## config.mk

```make
export PLATFORM = sky130hd
export DESIGN_NAME = pdps_ctrl
export DESIGN_NICKNAME = d
export VERILOG_FILES = /design/src/pdps_pkg.sv /design/src/pdps_ctrl.sv
export SDC_FILE = /design/constraint.sdc
export NUM_CORES = 1
export LEC_CHECK = 0
export BUFFER_PORTS_ARGS = -buffer_cell sky130_fd_sc_hd__buf_2
export CELL_PAD_IN_SITES_DETAIL_PLACEMENT = 0
export CELL_PAD_IN_SITES_GLOBAL_PLACEMENT = 2
export CORE_MARGIN = 2
export CORE_UTILIZATION = 24
export DETAILED_ROUTE_END_ITERATION = 7
export PLACE_DENSITY = 0.76
export SLEW_MARGIN = 20
export SYNTH_ARGS = -nofsm -noshare
export SYNTH_HDL_FRONTEND = slang
export SYNTH_SLANG_ARGS = --single-unit
```

## constraint.sdc

```tcl
create_clock -name clk_i -period 1.79 [get_ports clk_i]
set_clock_uncertainty 0.2 [all_clocks]
set_input_delay 0.0895 -clock clk_i [delete_from_list [all_inputs] [get_ports clk_i]]
set_output_delay 0.0895 -clock clk_i [all_outputs]
set_load 0.005 [all_outputs]
```

## src/pdps_pkg.sv

```systemverilog
`timescale 1ns / 1ps
// ----------------------------------------------------------------------------
// Pairwise dot product sum package
// Shared constants, payload structs and controller/datapath interface types.
// ----------------------------------------------------------------------------
package pdps_pkg;

  // Capacity of the block.
  localparam int MAX_DIM    = 64;
  localparam int MAX_POINTS = 4096;

  // Derived widths.
  localparam int DIM_AW  = $clog2(MAX_DIM);
  localparam int CNT_W   = $clog2(MAX_POINTS + 1);
  localparam int WIDTH_W = 7;
  localparam int SUM_W   = 28;
  localparam int SQT_W   = 49;
  localparam int COST_W  = 64;
  localparam int CFG_IDX_W  = 1;
  localparam int CFG_DATA_W = 7;

  // Configuration register indexes.
  localparam logic [CFG_IDX_W-1:0] REG_ROW_WIDTH  = 1'd0;
  localparam logic [CFG_IDX_W-1:0] REG_USE_OFFSET = 1'd1;

  // Result status codes.
  localparam logic [1:0] ST_OK       = 2'd0;
  localparam logic [1:0] ST_OVERFLOW = 2'd1;
  localparam logic [1:0] ST_PARTIAL  = 2'd2;

  // One input request.
  typedef struct packed {
    logic signed [15:0] feature;
    logic               last;
  } in_item_t;

  // One result request.
  typedef struct packed {
    logic signed [COST_W-1:0] cost;
    logic [CNT_W-1:0]         point_count;
    logic [1:0]               status;
  } out_item_t;

  // Commands from the controller to the datapath.
  typedef struct packed {
    logic accept;
    logic update;
    logic pass_start;
    logic pass_step;
    logic term_sub;
    logic term_mul;
    logic finish;
  } pdps_cmd_t;

  // Status from the datapath to the controller.
  typedef struct packed {
    logic last;
    logic bad;
    logic pass_done;
    logic pipe_empty;
    logic out_free;
  } pdps_sts_t;

endpackage

```

## src/pdps_ctrl.sv

```systemverilog
`timescale 1ns / 1ps
// ----------------------------------------------------------------------------
// Pairwise dot product sum controller
// Sequences element accumulation, the column sum pass and the final terms.
// ----------------------------------------------------------------------------
module pdps_ctrl (
  input  logic                clk_i,
  input  logic                rst_ni,
  input  logic                in_valid_i,
  output logic                in_stall_o,
  input  pdps_pkg::pdps_sts_t sts_i,
  output pdps_pkg::pdps_cmd_t cmd_o
);

  typedef enum logic [2:0] {
    S_IDLE,
    S_UPD,
    S_PASS,
    S_SUB,
    S_MUL,
    S_FIN
  } state_e;

  state_e state_q, state_d;
  logic   stall_q, stall_d;

  // Next state and commands.
  always_comb begin
    state_d = state_q;
    stall_d = stall_q;
    cmd_o   = '0;
    unique case (state_q)
      S_IDLE: begin
        if (in_valid_i && !stall_q) begin
          cmd_o.accept = 1'b1;
          state_d      = S_UPD;
          stall_d      = 1'b1;
        end
      end
      S_UPD: begin
        cmd_o.update     = 1'b1;
        cmd_o.pass_start = 1'b1;
        if (!sts_i.last) begin
          state_d = S_IDLE;
          stall_d = 1'b0;
        end else if (sts_i.bad) begin
          state_d = S_FIN;
        end else begin
          state_d = S_PASS;
        end
      end
      S_PASS: begin
        cmd_o.pass_step = !sts_i.pass_done;
        if (sts_i.pass_done && sts_i.pipe_empty) begin
          state_d = S_SUB;
        end
      end
      S_SUB: begin
        cmd_o.term_sub = 1'b1;
        state_d        = S_MUL;
      end
      S_MUL: begin
        cmd_o.term_mul = 1'b1;
        state_d        = S_FIN;
      end
      S_FIN: begin
        if (sts_i.out_free) begin
          cmd_o.finish = 1'b1;
          state_d      = S_IDLE;
          stall_d      = 1'b0;
        end
      end
      default: begin
        state_d = S_IDLE;
        stall_d = 1'b0;
      end
    endcase
  end

  // State and the registered stall output.
  always_ff @(posedge clk_i or negedge rst_ni) begin
    if (!rst_ni) begin
      state_q <= S_IDLE;
      stall_q <= 1'b0;
    end else begin
      state_q <= state_d;
      stall_q <= stall_d;
    end
  end

  assign in_stall_o = stall_q;

endmodule

```

# After elaboration in Yosys (flattened, before gate mapping)
# Cells that the tools add are included.
# totals
inputBits	8
reg_bits	4
word_cells	38
# classes
eq_ne	9
n_bitwise	1
reduce_logical	8
n_mux	18
# ops
operator	n
case mux 3 bit (6 select lines)	1
two-way mux 3 bit	5
two-way mux 1 bit	10
!= test 2 bit, second input constant	4
equality test 3 x 2 -> 1 bit, second input constant	2
equality test 3 bit, second input constant	2
case mux 1 bit (4 select lines)	1
AND reduction 4 bit	1
equality test 3 x 1 -> 1 bit, second input constant	1
logical NOT 3 bit	1
AND reduction 3 bit	1
OR reduction 3 bit	1
logical AND 1 bit	2
logical NOT 1 bit	2
two-way mux 2 bit	1
inverter 1 bit	1

# Longest topological paths before layout
# Gate-level depths: netlist of the first run.
# logic_depth
word_depth	4
depth_mapped	4
ltp_nobuf	3

# Worst setup path after synthesis of the first run
# No wires, ideal clock.
# synth_timing
path_kind	reg-to-output
start	register state_q[2]
end	output cmd_o[5] (netlist bit)
n_path_buf	2
required_ps	1500
path_stages_with_launch	4
arrival_time_ps	990
path_slack_ps	510
path_cell_list	dfrtp_1 -> buf_4 -> nor3b_1 -> buf_4
# synth_lines
element	line	source
start, declared	pdps_ctrl.sv:24	state_e state_q, state_d;
start signal, assigned	pdps_ctrl.sv:86	state_q <= state_d;
end, declared	pdps_ctrl.sv:12	output pdps_pkg::pdps_cmd_t cmd_o

==> results of run 1 <==
-- per-layer routing --
| layer | up-vias | share of wire [%] | track usage, % |
|---|---|---|---|
| met2 | 7 | 48 | 15.23 |
| met4 | 0 | 0 | 5.000 |
| li1 | 166 | - | - |
| met5 | - | 0 | 0 |
| met3 | 0 | 4.8 | 8.152 |
| met1 | 146 | 47 | 15.51 |
-- synth_stat cells --
| master | instances | area, sq um |
|---|---|---|
| and3b_2 | 1 | 10.01 |
| a21boi_0 | 1 | 7.510 |
| nand2b_1 | 3 | 18.77 |
| nand2_1 | 3 | 11.26 |
| buf_6 | 1 | 11.26 |
| nor3b_2 | 1 | 12.51 |
| and4b_2 | 1 | 11.26 |
| nor2b_1 | 1 | 6.260 |
| dfrtp_1 | 4 | 100.1 |
| o21ai_0 | 1 | 5.000 |
| nor3_1 | 1 | 5.000 |
| buf_4 | 3 | 22.52 |
| nor2_1 | 3 | 11.26 |
| and3_1 | 1 | 6.260 |
| a22o_1 | 2 | 17.52 |
| nor3b_1 | 2 | 15.01 |
| o211ai_2 | 1 | 12.51 |
| mux2i_1 | 1 | 10.01 |
| a21o_1 | 1 | 7.510 |
| nor4b_1 | 1 | 8.760 |
| a21oi_1 | 2 | 10.01 |
| o211ai_1 | 1 | 7.510 |
-- kinds of logic after synthesis --
kind of cell           share of synthesized area (%)
AND/OR/NAND/NOR                                35.50
AO/OA/AOI/OAI                                  20.61
flip-flops                                     30.54
buffers and inverters                          10.30
multiplexers                                   3.054
-- cells in the final DEF (no fill, tap or decap) --
cell type,count
nand2_1,3
nor3_1,1
and4b_2,1
a21boi_0,1
o21ai_0,1
buf_2,15
nor2b_1,1
mux2i_1,1
o211ai_1,1
nand2b_1,3
nor3b_2,1
nor2_1,3
a22o_1,2
o211ai_2,1
nor3b_1,2
nor4b_1,1
and3b_2,1
and3_1,1
a21o_1,1
dfrtp_1,4
clkbuf_4,3
a21oi_1,2
dlygate4sd3_1,4
-- path summary, 6_finish.rpt --
check                           start  depth (start not counted)  slack [ns]         end
setup / recovery           state_q[0]                          3        0.22    cmd_o[6]
min in group asynchronous      rst_ni                          3        0.54  in_stall_o
hold reg to reg            state_q[2]                          1        0.49  state_q[1]
setup reg to reg           state_q[0]                          3        0.39  state_q[0]
hold / removal               sts_i[3]                          4        0.02  state_q[1]
max in group asynchronous      rst_ni                          3        0.68  state_q[2]
-- critical path: cells and delay by family, from the launching register on --
kind	cells	cell delay (ns)
buffers and inverters	1	0.11
flip-flops	1	0.51
AND/OR/NAND/NOR	2	0.43
-- layout make-up --
class,count,area (sq um)
fillers,138,834.6
clock buffers,3,22.52
repair buffers,19,115.1
multi-input cells,28,193.9
well taps,15,18.77
flip-flops and latches,4,100.1
-- sequential cells by signal, indices dropped and copies added (netlist names) --
signal / cells
in_stall_o: 1
state_q: 3
-- power groups by stage --
| stage | registers (mW) | clock network [mW] | logic, mW |
|---|---|---|---|
| 2_1_floorplan | 0.166 | 0 | 0.301 |
| 3_3_place_gp | 0.240 | 0 | 0.275 |
| 3_5_place_dp | 0.239 | 0 | 0.276 |
| 4_1_cts | 0.237 | 0.120 | 0.284 |
| 5_1_grt | 0.259 | 0.129 | 0.314 |
| 6_report | 0.239 | 0.113 | 0.280 |
-- repair_timing --
action / 4_1_cts / 5_1_grt
hold buffers: 4 / 0
buffers inserted: 0 / 0
hold endpoints to repair: 6 / 0
-- metrics by stage --
step           worst slack, ns  hold WS [ns]  utilization (%)  area [sq um]  cells
2_1_floorplan           0.5103       -0.4061                -         327.8     36
4_1_cts                 0.2218       0.02037            35.05         450.4     69
5_1_grt                0.09984       0.02675            35.05         450.4     69
6_report                0.2233       0.02332            35.05         450.4     69
3_5_place_dp            0.4149       -0.3027            30.19         387.9     62
3_3_place_gp            0.4393       -0.2969            30.19         387.9     62
==> metrics.md, run 1 <==
| Metric | Value |
|---|---|
| Logic pwr share | `between 40 and 50%` |
| Core Area | `roughly 1300 sq um` |
| Power Density | `about 1400 nW/um^2` |
| Grt ovf | `0` |
| HP Class | `in -> reg` |
| H-Tree Depth | `1` |
| Run status | `finished clean` |
| Worst EP arrival | `1.28 ns` |
| CP Class | `reg -> out` |
| Ant diodes | `0` |
| Post-synthesis cell count | `36` |
| Worst Path Required | `1.50 ns` |
| Net Sw Power | `about 0.25 mW` |
| First-pass GRT wire length | `around 1.2 mm` |
| Routed Antenna Nets | `0` |
| CP max FO | `12` |
| Vias/cell | `~4.6` |
| Clk sinks | `4` |
| Number of global-route vias before repair | `269` |
| Largest net degree at the start of global routing | `15` |
| Clock-pin slew on the worst setup and hold paths | `~0.04 ns` |
| Final Slew Violations | `0` |
| Slowest CP cell | `dfrtp_1` |
| Buffers on Ports | `15` |
| Sequential Power Share | `between 30% and 40%` |
| Mean Syn Cell Area | `about 9.1 sq um` |
| DRC | `0` |
| Final setup viols | `0` |
| Worst skew pair latency | `0.24 ns` |
| Root buf cell | `clkbuf_4` |
| Total CTS buffers | `3` |
| WL/cell | `10.30 um` |
| Crit-path max cell delay | `0.51 ns` |
| Sequential fraction of the synthesis area | `30.53%` |
| CTS tree | `built` |
| Area grow syn2layout | `37.40%` |
| Worst slew pin tran | `~0.39 ns` |
| Leakage | `between 0.2 and 0.25 nW` |
| Clk buf depth | `2` |
| P_int | `0.3790 mW` |
| Net Sw Frac | `39.98%` |
| Final WL | `roughly 700 um` |
| DIE HEIGHT | `40.96 um` |
| Final hold vios | `0` |
| CP startpoint kind | `register` |
| Max IR drop VDD | `~440 uV` |
| Initial Util | `around a quarter` |
| Total negative slack | `0 ns` |
| Initial DRC count | `4` |
| Fmax | `about 640 MHz` |
| RSZ-0062 raised after global routing | `no` |
| Rows | `13` |
| Fin crit period | `between 1.5 and 2 ns` |
| Synth unique cells | `22` |
| Die W | `around 41 um` |
| Via count | `319` |
| Fin crit share | `between 80% and 90%` |
| CP endpoint kind | `output pin` |
| Clock group share of total power | `17.9%` |
| Power, Total | `approximately 0.63 mW` |
| Initial antenna violation count | `0` |
| Syn nets | `44` |
| All-layer global routing usage | `12.06%` |
| Ratio of cells with drive above 1 in the final layout | `between 40% and 50%` |
| Post-CTS resize count | `0` |
| Ys Warns | `0` |
| First-pass DRT Iterations | `3` |
| Mapped Area | `327.8 sq um` |
| Relative slew slack | `between 70% and 80%` |
| Max cap viols | `0` |
| Nets | `64` |
| Critical-path cell list | `nor3_1 > nor2b_1 > buf_2` |
| Ports | `16` |
| Synth Register Bits | `4` |
| Die Area | `1677 sq um` |
| Global placer's final weighted congestion | `about 0.7` |
No activity file was read; power rests on OpenSTA's default activity.
==> run 2: changes to the inputs <==
--- a/config.mk
+++ b/config.mk
@@ -12,6 +12,7 @@
 export CORE_UTILIZATION = 24
 export DETAILED_ROUTE_END_ITERATION = 7
 export PLACE_DENSITY = 0.76
+export RECOVER_POWER = 100
 export SLEW_MARGIN = 20
 export SYNTH_ARGS = -nofsm -noshare
 export SYNTH_HDL_FRONTEND = slang
==> metrics.md, run 2 (synthesized netlist as in run 1, its figures left out) <==
| Metric | Value |
|---|---|
| Rows | `13` |
| Final WL | `between 700 and 800 um` |
| Critical-path cell list | `nor3_1 > nor2b_1 > clkbuf_1` |
| Fill count | `roughly 140` |
| DRC | `0` |
| Worst EP arrival | `1.29 ns` |
| Die Area | `1677 sq um` |
| Nets | `64` |
| CTS Hold Bufs | `4` |
| CP Class | `reg -> out` |
| Final std cells w/o fill | `between 60 and 70` |
| Largest net degree at the start of global routing | `15` |
| CTS tree | `built` |
| CP startpoint kind | `register` |
| M1 WL | `~340 um` |
| Crit-path max cell delay | `approximately 0.51 ns` |
| Fin crit period | `~1.6 ns` |
| Commonest non-fill, non-tap cells in the layout | `9 x buf_2, 5 x clkbuf_1, 4 x dlygate4sd3_1, 4 x dfrtp_1` |
| Vias/cell | `4.594` |
| Routed Antenna Nets | `0` |
| Top delay family on crit path | `flip-flops` |
| Total CTS buffers | `3` |
| Post-CTS Setup Inserts | `0` |
| Area grow syn2layout | `33.97%` |
| Largest Register | `state_q` |
| Met2 WL | `339 um` |
| HP Class | `in -> reg` |
| Clock-pin slew on the worst setup and hold paths | `about 0.040 ns` |
| Root buf cell | `clkbuf_4` |
| Die W | `about 40 um` |
| Ratio of cells with drive above 1 in the final layout | `29.63%` |
| Global placer's final weighted congestion | `roughly 0.69` |
| Power Density | `between 1000 and 1500 nW/um^2` |
| Slowest CP cell | `dfrtp_1` |
| All-layer global routing usage | `12.06%` |
| Clk buf depth | `2` |
| Util after Layout | `between 30% and 40%` |
| Total negative slack | `0 ns` |
| Post-route cell area | `439.2 sq um` |
| DIE HEIGHT | `a little over 40 um` |
| Final Slew Violations | `0` |
| Worst skew pair latency | `around 0.24 ns` |
| Final hold vios | `0` |
| Highest routed layer | `met3` |
| Fin crit share | `88.01%` |
| Final setup viols | `0` |
| Number of global-route vias before repair | `around 270` |
| CP endpoint kind | `output pin` |
| Fmax | `between 600 and 700 MHz` |
| Grt ovf | `0` |
| Ant diodes | `0` |
| Cell Area, Placed | `just under 400 sq um` |
| Run status | `finished clean` |
| Worst Path Required | `around 1.5 ns` |
| Cell count after placement | `62` |
| Core Area | `approximately 1300 sq um` |
| Initial antenna violation count | `0` |
| Largest register FFs | `3` |
| Leakage | `~0.21 nW` |
| CP bufs+invs | `1` |
| Clk sinks | `4` |
| Worst slew pin tran | `0.3882 ns` |
| Max IR drop VDD | `around 440 uV` |
| WL/cell | `around 10 um` |
| Buffers on Ports | `15` |
| CP max FO | `12` |
| Hold WS | `0.02084 ns` |
| RSZ-0062 raised after global routing | `no` |
| Ports | `16` |
| H-Tree Depth | `1` |
| First-pass GRT wire length | `around 1.2 mm` |
| Via count | `317` |
| Max cap viols | `0` |
| Relative slew slack | `around three quarters` |
| Initial DRC count | `4` |
| First-pass DRT Iterations | `3` |
| Met3 wire length | `between 30 and 40 um` |
| Initial Util | `~26%` |
| Commonest non-fill, non-tap cell in the layout | `buf_2` |
| Post-CTS resize count | `0` |
## run 2: area by class of cell
cell class / count / area [sq um] / area share, %
Multi-Input combinational cell: 28 / 188.9 / 43.02
Tap cell: 15 / 18.77 / 4.274
Sequential cell: 4 / 100.1 / 22.79
Clock buffer: 3 / 22.52 / 5.128
Timing Repair Buffer: 19 / 108.9 / 24.79
## run 2: worst register-to-register path, cell delays in order (launching register included)
cell and delay, ns:
dfrtp_1 0.56, nor2_1 0.11, and3_1 0.19, a22o_1 0.21
## run 2: layer usage
metal	vias up	track usage (%)
li1	166	-
met1	144	15.51
met2	7	15.23
met3	0	8.152
met4	0	5.000
met5	-	0
## run 2: worst paths after layout
check                      startpoint  cells past startpoint    endpoint  slack [ns]
max in group asynchronous      rst_ni                      3  state_q[2]        0.68
max                        state_q[0]                      3    cmd_o[6]        0.21
min reg2reg                state_q[2]                      1  state_q[1]        0.49
min in group asynchronous      rst_ni                      3  in_stall_o        0.54
max reg2reg                state_q[0]                      3  state_q[0]        0.39
min                          sts_i[3]                      4  state_q[1]        0.02
## run 2: stage by stage
step | setup WS [ns] | total power, mW
global route | 0.08831 | 0.6905
CTS | 0.2218 | 0.6408
finish | 0.2146 | 0.6206
global placement | 0.4393 | 0.5149
floorplan | 0.5103 | 0.4673
detailed placement | 0.4149 | 0.5149
## run 2: report_power, final
part	total, mW	switching, mW	internal (mW)
clock network	0.113	0.0379	0.0751
registers	0.238	0.106	0.132
logic	0.270	0.109	0.160
